`src/rtl/salt_pepper_switching_median3x3_top_macros.svh`:
```
// Assertion macros used by the switching median filter RTL.
`ifndef SALT_PEPPER_SWITCHING_MEDIAN3X3_TOP_MACROS_SVH
`define SALT_PEPPER_SWITCHING_MEDIAN3X3_TOP_MACROS_SVH

// Same-cycle implication, sampled on clk and disabled during reset.
`define SMPM_ASSERT_NOW(label, ante, cons) \
    label: assert property (@(posedge clk) disable iff (!rst_n) (ante) |-> (cons)) \
        else $error("switching median: same-cycle check failed");

// Next-cycle implication, sampled on clk and disabled during reset.
`define SMPM_ASSERT_NEXT(label, ante, cons) \
    label: assert property (@(posedge clk) disable iff (!rst_n) (ante) |=> (cons)) \
        else $error("switching median: next-cycle check failed");

`endif

```
`src/rtl/smpm_pkg.sv`:
```
// Package with widths, register codes, types and helpers of the switching median filter.
`default_nettype none

package smpm_pkg;

    localparam int PIX_W     = 8;
    localparam int KEEP_W    = 4;
    localparam int CNT_W     = 4;
    localparam int CFG_IDX_W = 2;
    localparam int WIN_N     = 9;

    typedef logic [PIX_W-1:0]  pixel_t;
    typedef logic [KEEP_W-1:0] keep_t;
    typedef logic [CNT_W-1:0]  count_t;

    typedef enum logic [CFG_IDX_W-1:0] {
        CFG_SALT_LEVEL   = 2'd0,
        CFG_PEPPER_LEVEL = 2'd1,
        CFG_KEEP_COUNT   = 2'd2
    } cfg_idx_t;

    localparam pixel_t SALT_RESET   = 8'd255;
    localparam pixel_t PEPPER_RESET = 8'd0;
    localparam keep_t  KEEP_RESET   = 4'd3;

    typedef struct packed {
        pixel_t salt_level;
        pixel_t pepper_level;
        keep_t  keep_count;
    } cfg_t;

    function automatic pixel_t pix_min(input pixel_t a, input pixel_t b);
        return (a < b) ? a : b;
    endfunction

    function automatic pixel_t pix_max(input pixel_t a, input pixel_t b);
        return (a < b) ? b : a;
    endfunction

endpackage

`default_nettype wire

```
`src/rtl/smpm_if.sv`:
```
// Channel interfaces: window input and filtered pixel output.
`default_nettype none

interface smpm_win_if import smpm_pkg::*; ();
    logic   valid;
    logic   ready;
    pixel_t top_left;
    pixel_t top_mid;
    pixel_t top_right;
    pixel_t mid_left;
    pixel_t center;
    pixel_t mid_right;
    pixel_t bot_left;
    pixel_t bot_mid;
    pixel_t bot_right;

    modport source (
        output valid, top_left, top_mid, top_right, mid_left, center,
               mid_right, bot_left, bot_mid, bot_right,
        input  ready
    );
    modport sink (
        input  valid, top_left, top_mid, top_right, mid_left, center,
               mid_right, bot_left, bot_mid, bot_right,
        output ready
    );
endinterface

interface smpm_pix_if import smpm_pkg::*; ();
    logic   valid;
    logic   ready;
    pixel_t out_pixel;

    modport source (output valid, out_pixel, input ready);
    modport sink (input valid, out_pixel, output ready);
endinterface

`default_nettype wire

```
`src/rtl/smpm_sort3.sv`:
```
// Three-input sorter on pixels.
`default_nettype none

module smpm_sort3 import smpm_pkg::*;
(
    input  wire pixel_t a,
    input  wire pixel_t b,
    input  wire pixel_t c,
    output pixel_t      lo,
    output pixel_t      mid,
    output pixel_t      hi
);

    pixel_t ab_lo;
    pixel_t ab_hi;
    pixel_t mc;

    always_comb
    begin
        ab_lo = pix_min(a, b);
        ab_hi = pix_max(a, b);
        mc    = pix_min(ab_hi, c);
        hi    = pix_max(ab_hi, c);
        lo    = pix_min(ab_lo, mc);
        mid   = pix_max(ab_lo, mc);
    end

endmodule

`default_nettype wire

```
`src/rtl/smpm_cfg.sv`:
```
// Configuration registers of the switching median filter.
`default_nettype none

module smpm_cfg import smpm_pkg::*;
(
    input  wire logic                 clk,
    input  wire logic                 rst_n,
    input  wire logic                 cfg_wr_en,
    input  wire logic [CFG_IDX_W-1:0] cfg_index,
    input  wire pixel_t               cfg_data,
    output cfg_t                      cfg
);

    cfg_t cfg_reg;
    cfg_t cfg_next;

    always_comb
    begin
        cfg_next = cfg_reg;
        if (cfg_wr_en)
        begin
            unique case (cfg_idx_t'(cfg_index))
                CFG_SALT_LEVEL:   cfg_next.salt_level   = cfg_data;
                CFG_PEPPER_LEVEL: cfg_next.pepper_level = cfg_data;
                CFG_KEEP_COUNT:   cfg_next.keep_count   = cfg_data[KEEP_W-1:0];
                default:          cfg_next = cfg_reg;
            endcase
        end
    end

    always_ff @(posedge clk or negedge rst_n)
    begin
        if (!rst_n)
        begin
            cfg_reg.salt_level   <= SALT_RESET;
            cfg_reg.pepper_level <= PEPPER_RESET;
            cfg_reg.keep_count   <= KEEP_RESET;
        end
        else
        begin
            cfg_reg <= cfg_next;
        end
    end

    assign cfg = cfg_reg;

endmodule

`default_nettype wire

```
`src/rtl/salt_pepper_switching_median3x3_top.sv`:
```
// Top level of the 3x3 switching median filter for salt and pepper noise.
//
//  Port   | Dir | Carries
//  -------+-----+------------------------------------------------
//  win    | in  | one 3x3 window of 8-bit pixels per item
//  pix    | out | one filtered 8-bit pixel per item
//  cfg_*  | in  | write-only salt level, pepper level, keep count
//
// One item enters per clock while win.ready is high.
// Stage one sorts the rows and counts extremes, stage two reduces the columns
// and decides, stage three takes the final median of three and selects.
// Reset clears the stage valid bits and loads the register defaults.
// A stage loads whenever it is empty or its content moves on, so ready
// falls only when all three stages hold items and the output is stalled.
`default_nettype none

`include "salt_pepper_switching_median3x3_top_macros.svh"

module salt_pepper_switching_median3x3_top import smpm_pkg::*;
(
    input  wire logic                 clk,
    input  wire logic                 rst_n,
    smpm_win_if.sink                  win,
    smpm_pix_if.source                pix,
    input  wire logic                 cfg_wr_en,
    input  wire logic [CFG_IDX_W-1:0] cfg_index,
    input  wire pixel_t               cfg_data
);

    cfg_t   cfg;
    pixel_t w [WIN_N];

    logic s1_ready;
    logic s2_ready;
    logic s3_ready;
    logic s1_valid_reg;
    logic s2_valid_reg;
    logic s3_valid_reg;

    pixel_t row_lo_next  [3];
    pixel_t row_mid_next [3];
    pixel_t row_hi_next  [3];
    pixel_t row_lo_reg   [3];
    pixel_t row_mid_reg  [3];
    pixel_t row_hi_reg   [3];

    logic               is_salt;
    logic               s1_extreme_next;
    logic               s1_extreme_reg;
    pixel_t             level;
    logic [WIN_N-1:0]   match;
    count_t             s1_count_next;
    count_t             s1_count_reg;
    pixel_t             s1_center_reg;

    pixel_t s2_lo_next;
    pixel_t s2_mid_next;
    pixel_t s2_hi_next;
    logic   s2_replace_next;
    pixel_t s2_lo_reg;
    pixel_t s2_mid_reg;
    pixel_t s2_hi_reg;
    logic   s2_replace_reg;
    pixel_t s2_center_reg;

    pixel_t out_pixel_next;
    pixel_t out_pixel_reg;

    smpm_cfg u_cfg (
        .clk       (clk),
        .rst_n     (rst_n),
        .cfg_wr_en (cfg_wr_en),
        .cfg_index (cfg_index),
        .cfg_data  (cfg_data),
        .cfg       (cfg)
    );

    assign w[0] = win.top_left;
    assign w[1] = win.top_mid;
    assign w[2] = win.top_right;
    assign w[3] = win.mid_left;
    assign w[4] = win.center;
    assign w[5] = win.mid_right;
    assign w[6] = win.bot_left;
    assign w[7] = win.bot_mid;
    assign w[8] = win.bot_right;

    assign s3_ready  = !s3_valid_reg || pix.ready;
    assign s2_ready  = !s2_valid_reg || s3_ready;
    assign s1_ready  = !s1_valid_reg || s2_ready;
    assign win.ready = s1_ready;

    for (genvar r = 0; r < 3; r++)
    begin : g_row
        smpm_sort3 u_sort (
            .a   (w[3*r]),
            .b   (w[3*r+1]),
            .c   (w[3*r+2]),
            .lo  (row_lo_next[r]),
            .mid (row_mid_next[r]),
            .hi  (row_hi_next[r])
        );
    end

    always_comb
    begin
        is_salt         = (win.center == cfg.salt_level);
        s1_extreme_next = is_salt || (win.center == cfg.pepper_level);
        level           = is_salt ? cfg.salt_level : cfg.pepper_level;
        for (int i = 0; i < WIN_N; i++)
        begin
            match[i] = (w[i] == level);
        end
        s1_count_next = CNT_W'($countones(match));
    end

    always_comb
    begin
        s2_lo_next      = pix_max(pix_max(row_lo_reg[0], row_lo_reg[1]), row_lo_reg[2]);
        s2_hi_next      = pix_min(pix_min(row_hi_reg[0], row_hi_reg[1]), row_hi_reg[2]);
        s2_mid_next     = pix_max(pix_min(row_mid_reg[0], row_mid_reg[1]),
                                  pix_min(pix_max(row_mid_reg[0], row_mid_reg[1]),
                                          row_mid_reg[2]));
        s2_replace_next = s1_extreme_reg && (s1_count_reg < cfg.keep_count);
    end

    always_comb
    begin
        if (s2_replace_reg)
        begin
            out_pixel_next = pix_max(pix_min(s2_lo_reg, s2_mid_reg),
                                     pix_min(pix_max(s2_lo_reg, s2_mid_reg), s2_hi_reg));
        end
        else
        begin
            out_pixel_next = s2_center_reg;
        end
    end

    always_ff @(posedge clk or negedge rst_n)
    begin
        if (!rst_n)
        begin
            s1_valid_reg <= 1'b0;
            s2_valid_reg <= 1'b0;
            s3_valid_reg <= 1'b0;
        end
        else
        begin
            if (s1_ready)
            begin
                s1_valid_reg <= win.valid;
            end
            if (s2_ready)
            begin
                s2_valid_reg <= s1_valid_reg;
            end
            if (s3_ready)
            begin
                s3_valid_reg <= s2_valid_reg;
            end
        end
    end

    always_ff @(posedge clk)
    begin
        if (s1_ready && win.valid)
        begin
            row_lo_reg     <= row_lo_next;
            row_mid_reg    <= row_mid_next;
            row_hi_reg     <= row_hi_next;
            s1_extreme_reg <= s1_extreme_next;
            s1_count_reg   <= s1_count_next;
            s1_center_reg  <= win.center;
        end
        if (s2_ready && s1_valid_reg)
        begin
            s2_lo_reg      <= s2_lo_next;
            s2_mid_reg     <= s2_mid_next;
            s2_hi_reg      <= s2_hi_next;
            s2_replace_reg <= s2_replace_next;
            s2_center_reg  <= s1_center_reg;
        end
        if (s3_ready && s2_valid_reg)
        begin
            out_pixel_reg <= out_pixel_next;
        end
    end

    assign pix.valid     = s3_valid_reg;
    assign pix.out_pixel = out_pixel_reg;

    `SMPM_ASSERT_NOW(a_extreme_counts_center, s1_valid_reg && s1_extreme_reg,
                     s1_count_reg != '0)
    `SMPM_ASSERT_NEXT(a_stage_advance, s1_valid_reg && s2_ready, s2_valid_reg)
    `SMPM_ASSERT_NEXT(a_center_pass, s2_valid_reg && s3_ready && !s2_replace_reg,
                      out_pixel_reg == $past(s2_center_reg))
    `SMPM_ASSERT_NOW(a_ready_only_when_full, !win.ready,
                     s1_valid_reg && s2_valid_reg && s3_valid_reg && !pix.ready)

endmodule

`default_nettype wire
```
`src/flat_wrapper.sv`:
```
// flat-port wrapper written by rule: the top's interface ports become plain ports
module salt_pepper_switching_median3x3_top_flat import smpm_pkg::*;
  (clk, rst_n, cfg_wr_en, cfg_index, cfg_data, win_valid, win_top_left, win_top_mid, win_top_right, win_mid_left, win_center, win_mid_right, win_bot_left, win_bot_mid, win_bot_right, win_ready, pix_valid, pix_out_pixel, pix_ready);
  smpm_win_if win_i ();
  smpm_pix_if pix_i ();
  input  wire logic clk;
  input  wire logic rst_n;
  input  wire logic cfg_wr_en;
  input  wire logic [CFG_IDX_W-1:0] cfg_index;
  input  wire pixel_t cfg_data;
  input wire logic [$bits(win_i.valid)-1:0] win_valid;
  input wire logic [$bits(win_i.top_left)-1:0] win_top_left;
  input wire logic [$bits(win_i.top_mid)-1:0] win_top_mid;
  input wire logic [$bits(win_i.top_right)-1:0] win_top_right;
  input wire logic [$bits(win_i.mid_left)-1:0] win_mid_left;
  input wire logic [$bits(win_i.center)-1:0] win_center;
  input wire logic [$bits(win_i.mid_right)-1:0] win_mid_right;
  input wire logic [$bits(win_i.bot_left)-1:0] win_bot_left;
  input wire logic [$bits(win_i.bot_mid)-1:0] win_bot_mid;
  input wire logic [$bits(win_i.bot_right)-1:0] win_bot_right;
  output wire logic [$bits(win_i.ready)-1:0] win_ready;
  output wire logic [$bits(pix_i.valid)-1:0] pix_valid;
  output wire logic [$bits(pix_i.out_pixel)-1:0] pix_out_pixel;
  input wire logic [$bits(pix_i.ready)-1:0] pix_ready;
  assign win_i.valid = win_valid;
  assign win_i.top_left = win_top_left;
  assign win_i.top_mid = win_top_mid;
  assign win_i.top_right = win_top_right;
  assign win_i.mid_left = win_mid_left;
  assign win_i.center = win_center;
  assign win_i.mid_right = win_mid_right;
  assign win_i.bot_left = win_bot_left;
  assign win_i.bot_mid = win_bot_mid;
  assign win_i.bot_right = win_bot_right;
  assign win_ready = win_i.ready;
  assign pix_valid = pix_i.valid;
  assign pix_out_pixel = pix_i.out_pixel;
  assign pix_i.ready = pix_ready;
  salt_pepper_switching_median3x3_top u_core (.clk(clk), .rst_n(rst_n), .win(win_i), .pix(pix_i), .cfg_wr_en(cfg_wr_en), .cfg_index(cfg_index), .cfg_data(cfg_data));
endmodule
```
`config.mk`:
```
export PLATFORM = sky130hd
export DESIGN_NAME = salt_pepper_switching_median3x3_top_flat
export DESIGN_NICKNAME = d
export VERILOG_FILES = /design/src/rtl/smpm_pkg.sv /design/src/rtl/smpm_if.sv /design/src/rtl/smpm_sort3.sv /design/src/rtl/smpm_cfg.sv /design/src/rtl/salt_pepper_switching_median3x3_top.sv /design/src/flat_wrapper.sv
export VERILOG_INCLUDE_DIRS = /design/src /design/src/rtl
export SDC_FILE = /design/constraint.sdc
export NUM_CORES = 1
export LEC_CHECK = 0
export BUFFER_PORTS_ARGS = -buffer_cell sky130_fd_sc_hd__buf_2
export CAP_MARGIN = 20
export CORE_MARGIN = 2
export CORE_UTILIZATION = 40
export DETAILED_ROUTE_END_ITERATION = 10
export HOLD_SLACK_MARGIN = 0.03
export PLACE_DENSITY = 0.59
export SETUP_SLACK_MARGIN = 0.15
export SLEW_MARGIN = 10
export SYNTH_ARGS = -nofsm -noshare
export SYNTH_HDL_FRONTEND = slang
export SYNTH_HIERARCHICAL = 1
export SYNTH_SLANG_ARGS = --single-unit
```
`constraint.sdc`:
```
create_clock -name clk -period 7 [get_ports clk]
set_input_delay 1.4 -clock clk [delete_from_list [all_inputs] [get_ports clk]]
set_output_delay 1.4 -clock clk [all_outputs]
set_load 0.005 [all_outputs]
```
# Word-level counts from Yosys, hierarchy flattened
# Index checks and enable logic that the tools add are counted.
[totals]
latchBits = 0
memories = 0
regBits = 149
inputBits = 87
mem_bits_rw = 0
out_inout_bits = 10
rom_bits = 0
word_cells = 112
[op_classes]
eq_ne = 13
magnitude_cmp = 20
add_sub_neg = 8
bitwise = 0
reduce_logical = 15
multipliers = 0
shifts = 0
n_div = 0
muxes = 32
[op_table]
columns = ["op", "count"]
rows = [
  ["two-way mux 8 bit", 32],
  ["< comparator 8 bit", 19],
  ["equality test 8 bit", 11],
  ["adder 4 bit", 3],
  ["adder 1 x 1 -> 2 bit", 4],
  ["AND reduction 2 bit", 3],
  ["adder 4 x 1 -> 4 bit", 1],
  ["logical AND 1 bit", 4],
  ["logical OR 1 bit", 4],
  ["< comparator 4 bit", 1],
  ["zero test 1 bit", 3],
  ["equality test 2 x 1 -> 1 bit, second input constant", 1],
  ["equality test 2 bit, second input constant", 1],
  ["zero test 2 bit", 1],
]

# Longest topological paths before layout
# Gate-level depths: netlist of the first run.
[logic_depth]
ltp_word = 7
mapped_depth = 26
ltp_nobuf = 24

# Cells and area by module
# The synthesis of the first run kept the hierarchy.
[by_module_without_submodules]
columns = ["module", "area_per_inst_um2", "cells_each", "instances", "seq_area_each_um2"]
rows = [
  ["salt_pepper_switching_median3x3_top", 8215.4, 724, 1, 3858.7],
  ["smpm_sort3", 1163.6, 139, 3, 0.0],
  ["smpm_cfg", 775.7, 43, 1, 513.0],
]

# Worst setup path after synthesis of the first run
# No wires, ideal clock.
[synth_path]
path_type = "in2reg"
from = "in win_center[5]"
to = "reg u_core/row_lo_reg[12] (netlist name), data pin"
stages = 24
path_buffers = 4
required_time_ns = 6.733
path_slack_ns = 1.059
t_arrival_ns = 5.673
setup_ns = 0.267
cell_sequence = "inv_1 ha_1 a211o_1 a21oi_1 o31ai_4 clkbuf_1 nand2_1 o21ai_0 ha_1 a211oi_1 o21ai_0 a21o_1 a31o_1 buf_6 mux2i_1 ha_1 a21o_1 a21o_1 a211oi_1 nand3b_1 o21a_1 buf_4 buf_6 mux2i_1"
[synth_lines]
columns = ["element", "line_no", "text"]
rows = [
  ["start: declaration", "flat_wrapper.sv:16", "input wire logic [$bits(win_i.center)-1:0] win_center;"],
  ["end signal: assignment", "salt_pepper_switching_median3x3_top.sv:169", "row_lo_reg <= row_lo_next;"],
  ["end: declaration", "salt_pepper_switching_median3x3_top.sv:43", "pixel_t row_lo_reg [3];"],
]

==> results of run 1 <==
-- worst max path at each step --
| stage | cells after the start | endpoint | start | slack, ns |
|---|---|---|---|---|
| CTS | 22 | u_core/pix.out_pixel[4] | u_core/s2_lo_reg[7] | 0.22 |
| global placement | 19 | u_core/row_mid_reg[7] | win_bot_mid[7] | 0.30 |
| detailed placement | 19 | u_core/row_mid_reg[7] | win_bot_mid[7] | 0.15 |
| floorplan | 24 | u_core/row_lo_reg[12] | win_center[5] | 1.06 |
| finish | 19 | u_core/row_mid_reg[7] | win_bot_mid[7] | 0.57 |
| global route | 23 | u_core/pix.out_pixel[3] | u_core/s2_lo_reg[7] | 0.20 |
-- Yosys cell counts (all sizes together), types with 2 or more instances --
| cell | n |
|---|---|
| a2111oi | 7 |
| nor3 | 4 |
| nand3b | 5 |
| edfxtp | 126 |
| mux2 | 85 |
| a221oi | 2 |
| nand4 | 27 |
| a21o | 20 |
| ha | 138 |
| mux2i | 111 |
| xnor2 | 17 |
| a31o | 3 |
| nor4 | 6 |
| a31oi | 3 |
| dfrtp | 13 |
| nand2b | 14 |
| o22a | 2 |
| and3 | 2 |
| o22ai | 2 |
| fa | 5 |
| a222oi | 5 |
| nand2 | 82 |
| o2111ai | 2 |
| xor2 | 64 |
| and2 | 6 |
| a211oi | 13 |
| nand3 | 3 |
| a211o | 5 |
| and3b | 2 |
| inv | 155 |
| o311ai | 2 |
| nor2 | 36 |
| clkbuf | 13 |
| nor2b | 6 |
| o21ai | 83 |
| buf | 16 |
| a21oi | 48 |
| dfstp | 10 |
| or2 | 7 |
| o21a | 17 |
| o31ai | 8 |
-- metrics by stage --
step	hold WS [ns]	std cells	power, mW	util
finish	0.417	1714	5.64	0.461
detailed placement	0.405	1680	4.64	0.440
floorplan	0.400	1184	3.89	-
CTS	0.420	1712	5.59	0.460
global route	0.426	1714	6.13	0.461
global placement	0.404	1680	4.58	0.440
-- timing repair --
item                                    in CTS  in global routing
endpoints found under the setup margin       0                  8
gates resized for setup                      0                  3
buffers inserted                             0                  2
-- metal layers --
layer	wire length, um	part of all wire	vias to the layer above
li1	-	-	4535
met1	14300	0.47	4302
met2	14500	0.47	159
met3	985	0.032	43
met4	847	0.028	0
met5	0	0	-
-- cells by family after synthesis --
logic type	count (synthesis)	synth area share
AO/OA/AOI/OAI	229	0.126
XOR/XNOR	81	0.0568
adder cells (fa/ha/maj)	143	0.146
buffers and inverters	184	0.0628
flip-flops	149	0.350
multiplexers	196	0.179
AND/OR/NAND/NOR	202	0.0795
-- worst max-delay path, cell delays in order --
cell,delay (ns)
buf_2,0.12
inv_1,0.06
ha_1,0.29
nand4_1,0.15
o31ai_4,0.71
o21ai_0,0.43
ha_1,0.32
a211oi_1,0.33
o21ai_0,0.14
a21o_1,0.20
a31o_1,0.27
mux2i_1,0.32
ha_1,0.31
a21o_1,0.18
a21o_1,0.17
a211oi_1,0.29
nand3b_1,0.11
o21a_1,0.48
mux2i_1,0.25
-- layout make-up --
class                           count  area [um^2]
Inverter                          155          582
Timing Repair Buffer              131          743
Multi-Input combinational cell    851         7340
Clock buffer                       18          429
Clock inverter                     14          165
Fill cell                        2883        16500
Sequential cell                   149         4370
Tap cell                          396          495
-- report_power, final --
group / total (mW) / internal [mW] / switching, mW
Combinational: 3.29 / 1.48 / 1.80
Sequential: 1.44 / 1.30 / 0.141
Clock: 0.915 / 0.510 / 0.406
Total: 5.64 / 3.29 / 2.35
==> reports/metrics.cfg, run 1 <==
[run_status]
run_status=complete, no violations

[grt]
grt_pass1_wl_mm=48.9
globalRouteTotalUtil=0.190
use_met1=0.255
gr-usage-met3=0.0251
first_global_vias=9007
grt-busiest-layer=met2
overflow=0
met2_usage=0.315
antenna_found_initial=0
grt_max_degree=81

[sta]
fin_crit_sh=0.918
worst_slew_pin_slew_ns=1.07
finalMaxSlewViolations=0
skew_ns=0.0147
slew_headroom=0.289
fmax_ghz=0.156
rsz0062_at_grt=no
final_hold_viol_count=0
setup_viol=0
fin_tns_setup_ns=0
finalCriticalPeriod_ns=6.43
timing.final.ws_setup_ns=0.572

[critical_path]
critical_path_class=input pin to register
reg2reg_from=u_core/s2_lo_reg[7]
r2r_cells=23
crit_required_ns=7.13
reg2reg_to=u_core/pix.out_pixel[3]
critPathMaxFanout=18
cp.arrival_ns=6.55
rrSetupSlack_ns=0.76
crit_path_end_kind=register
start_kind=input pin

[clock_network]
htreeDepth=4
clock-sinks=149
tritoncts=done
clkLatencyLatePin_ns=0.43
clk_pin_slew_ns=0.07
numCtsBuffers=17
cts_root_buffer=clkbuf_16
ctsLongestPathBuffers=2
hold_buffers=0

[logic_synthesis]
syn-num-nets=1414
synth.area.top_cells=edfxtp_1, ha_1, mux2i_1, mux2_2, inv_1
syn_inst=1184
avgSynthCellArea_um2=10.5
yosysSeqAreaShare=0.350
ys.flop_type=edfxtp_1
ys_ff_latch=149
synth_top_area_cell=edfxtp_1
ys_warn_count=6
synth_area_um2=12500
yosysUniqueCellTypes=66
synth_edf_count=126
async_flop_share=0.154
synth_top_area_frac=0.303

[power]
leakagePower_nw=6.41
powerDensity_nw_per_um2=399
ir_worst_vdd_uv=274

[route]
ant_nets=0
wire_per_inst_um=17.9
drtIter0Drc=595
dr_total_vias=9039
drt-vias-per-instance=5.27
drtPass1Iterations=5
wl_mm=30.6
route.detailed.drc=0

[floorplanning]
io-pin-count=97
start_util=0.407
core_area_um2=30700
die_x_um=181
die_area_um2=32600
die_h_um=181
rows=64

[min_path]
min_from=u_core/s1_center_reg[3]
hold_class=register to register
hold_depth=0
whs_endpoint=u_core/s2_center_reg[3]

[job]
max-cap-violations=0

[placed_design]
dp_hpwl_mm=24.8
place_area_um2=13500
dp_worst_setup_slack_ns=0.154
globalplace.congestion=0.918
io_buffers=96

[final_layout]
drive_above_1_share=0.222
most-common-layout-cells=inv_1, ha_1, edfxtp_1
layout_commonest_cell=inv_1
finalInstanceArea_um2=14100
syn_to_final_growth_pct=13.2
insertedDiodeCount=0
num-nets-final=1535

No activity file was read; power rests on OpenSTA's default activity.
==> inputs of run 2 (changes only) <==
- CORE_UTILIZATION: 40 -> 50
- PLACE_DENSITY: 0.59 -> 0.8
==> reports/metrics.cfg, run 2 (synthesized netlist as in run 1, its figures left out) <==
[run_status]
run_status=complete, no violations

[route]
route.detailed.drc=0  ; unchanged
wire_per_inst_um=18.4  ; +3.1%
dr_total_vias=9319  ; +3.1%
drtPass1Iterations=8  ; +3
drt-vias-per-instance=5.72  ; +8.5%
ant_nets=0  ; unchanged
wl_mm=30.0  ; -2.0%
drtIter0Drc=785  ; +32%

[sta]
skew_ns=0.0141  ; -0.000607 ns
finalMaxSlewViolations=0  ; unchanged
slew_headroom=0.290  ; +0.00127
fmax_ghz=0.152  ; -2.1%
worst_slew_pin_slew_ns=1.06  ; -0.00191 ns
final_hold_viol_count=0  ; unchanged
timing.final.ws_setup_ns=0.434  ; -0.139 ns
setup_viol=0  ; unchanged
finalCriticalPeriod_ns=6.57  ; +0.139 ns
rsz0062_at_grt=no
fin_crit_sh=0.938  ; +0.0198
fin_tns_setup_ns=0  ; unchanged

[power]
p_int_mw=3.21  ; -2.4%
clkPwrFrac=0.160  ; -0.002
ir_worst_vdd_uv=310  ; +13%
powerDensity_nw_per_um2=400  ; +0.12%
combinationalPowerShare=0.582  ; about the same
leakagePower_nw=6.35  ; -0.96%
swShare=0.423  ; +0.00601
power.share.sequential=0.258  ; +0.003
power_switching_mw=2.35  ; about the same

[floorplanning]
core_area_um2=24400  ; -20%
io-pin-count=97  ; unchanged
die_area_um2=26200  ; -20%
start_util=0.512  ; +0.105
rows=57  ; -11%
die_x_um=162  ; -10%
die_h_um=162  ; -10%

[critical_path]
rrSetupSlack_ns=0.69  ; -0.07 ns
critical_path_class=input pin to register
start_kind=input pin
critPathMaxFanout=16  ; -2
crit_required_ns=7.13  ; about the same
crit_path_end_kind=register
cp.arrival_ns=6.70  ; +0.15 ns

[placed_design]
io_buffers=96  ; unchanged
globalplace.congestion=0.937  ; +2.1%
dp_worst_setup_slack_ns=0.135  ; -0.0194 ns
place_area_um2=13300  ; -1.3%
dp_hpwl_mm=23.9  ; -4.0%

[final_layout]
num-nets-final=1522  ; -0.85%
drive_above_1_share=0.216  ; -0.00621
finalInstanceArea_um2=13900  ; -1.5%
insertedDiodeCount=0  ; unchanged
layout_commonest_cell=inv_1
most-common-layout-cells=inv_1, ha_1, edfxtp_1
syn_to_final_growth_pct=11.5

[grt]
antenna_found_initial=0  ; unchanged
globalRouteTotalUtil=0.230  ; +0.0395
first_global_vias=9180  ; +1.9%
overflow=0  ; unchanged
grt_max_degree=86  ; +6.2%
grt_pass1_wl_mm=47.4  ; -3.1%

[clock_network]
htreeDepth=4  ; unchanged
clock-sinks=149  ; unchanged
cts_root_buffer=clkbuf_16
hold_buffers=0  ; unchanged
clkLatencyLatePin_ns=0.43  ; about the same
ctsLongestPathBuffers=2  ; unchanged
numCtsBuffers=17  ; unchanged
clk_pin_slew_ns=0.07  ; about the same
tritoncts=done

[job]
max-cap-violations=0  ; unchanged

[min_path]
hold_class=register to register

-- run 2: changes by cell type in the layout (fill, tap and decap cells not counted), sizes merged --
cell | before | now
clkinv | 5 | 1
clkbuf | 18 | 19
clkinvlp | 1 | 0
bufinv | 1 | 0
inv | 162 | 167
buf | 131 | 118
-- run 2: power by group through the flow --
| stage | sequential (mW) | clock, mW | combinational, mW |
|---|---|---|---|
| 2_1_floorplan | 1.39 | 0 | 2.50 |
| 3_3_place_gp | 1.44 | 0 | 3.07 |
| 3_5_place_dp | 1.45 | 0 | 3.16 |
| 4_1_cts | 1.44 | 0.900 | 3.20 |
| 5_1_grt | 1.46 | 0.934 | 3.60 |
| 6_report | 1.44 | 0.889 | 3.24 |
-- run 2: path summary, 6_finish.rpt --
path                                          from                       to  cells after the start
max in group asynchronous                    rst_n     u_core/u_cfg/cfg[14]                      1
min reg2reg                u_core/s1_center_reg[1]  u_core/s2_center_reg[1]                      0
max reg2reg                    u_core/s2_lo_reg[7]  u_core/pix.out_pixel[3]                     22
min                        u_core/s1_center_reg[1]  u_core/s2_center_reg[1]                      0
max                                 win_bot_mid[5]    u_core/row_mid_reg[7]                     21
min in group asynchronous                    rst_n         u_core/pix.valid                      1
-- run 2: metal layers --
layer,track usage,vias to the layer above,part of all wire
li1,-,4503,-
met1,0.292,4424,0.42
met2,0.389,316,0.49
met3,0.0327,76,0.052
met4,0.107,0,0.038
met5,0,-,0
-- run 2: critical path, stage by stage --
cell and delay [ns]:
buf_2 0.11, inv_1 0.07, ha_1 0.29, a211o_1 0.26, a21oi_1 0.21, o31ai_4 0.17
o21ai_0 0.57, ha_1 0.37, a211oi_1 0.28, o21ai_0 0.15, a21o_1 0.22, a31o_1 0.36
buf_4 0.27, mux2i_1 0.17, ha_1 0.26, a21o_1 0.16, a21o_1 0.18, a211oi_1 0.31
nand3b_1 0.12, o21a_1 0.51, mux2i_1 0.24
-- run 2: timing repair --
action	in CTS	in global routing
resized for setup	0	5
buffers inserted	0	0
setup endpoints to repair	0	24
-- run 2: final cells by class --
type / instances / area, um^2
inverter: 155 / 582
sequential: 149 / 4370
fill: 2044 / 10500
multi-input combinational: 851 / 7340
tap: 324 / 405
timing repair buffer: 118 / 646
clock inverter: 13 / 121
clock buffer: 19 / 454
-- run 2: metrics by stage --
stage | hold WS, ns | cells | total power, mW | util
2_1_floorplan | 0.400 | 1184 | 3.89 | -
3_3_place_gp | 0.405 | 1597 | 4.52 | 0.547
3_5_place_dp | 0.407 | 1597 | 4.62 | 0.547
4_1_cts | 0.411 | 1629 | 5.53 | 0.570
5_1_grt | 0.411 | 1629 | 6.00 | 0.571
6_report | 0.408 | 1629 | 5.57 | 0.571
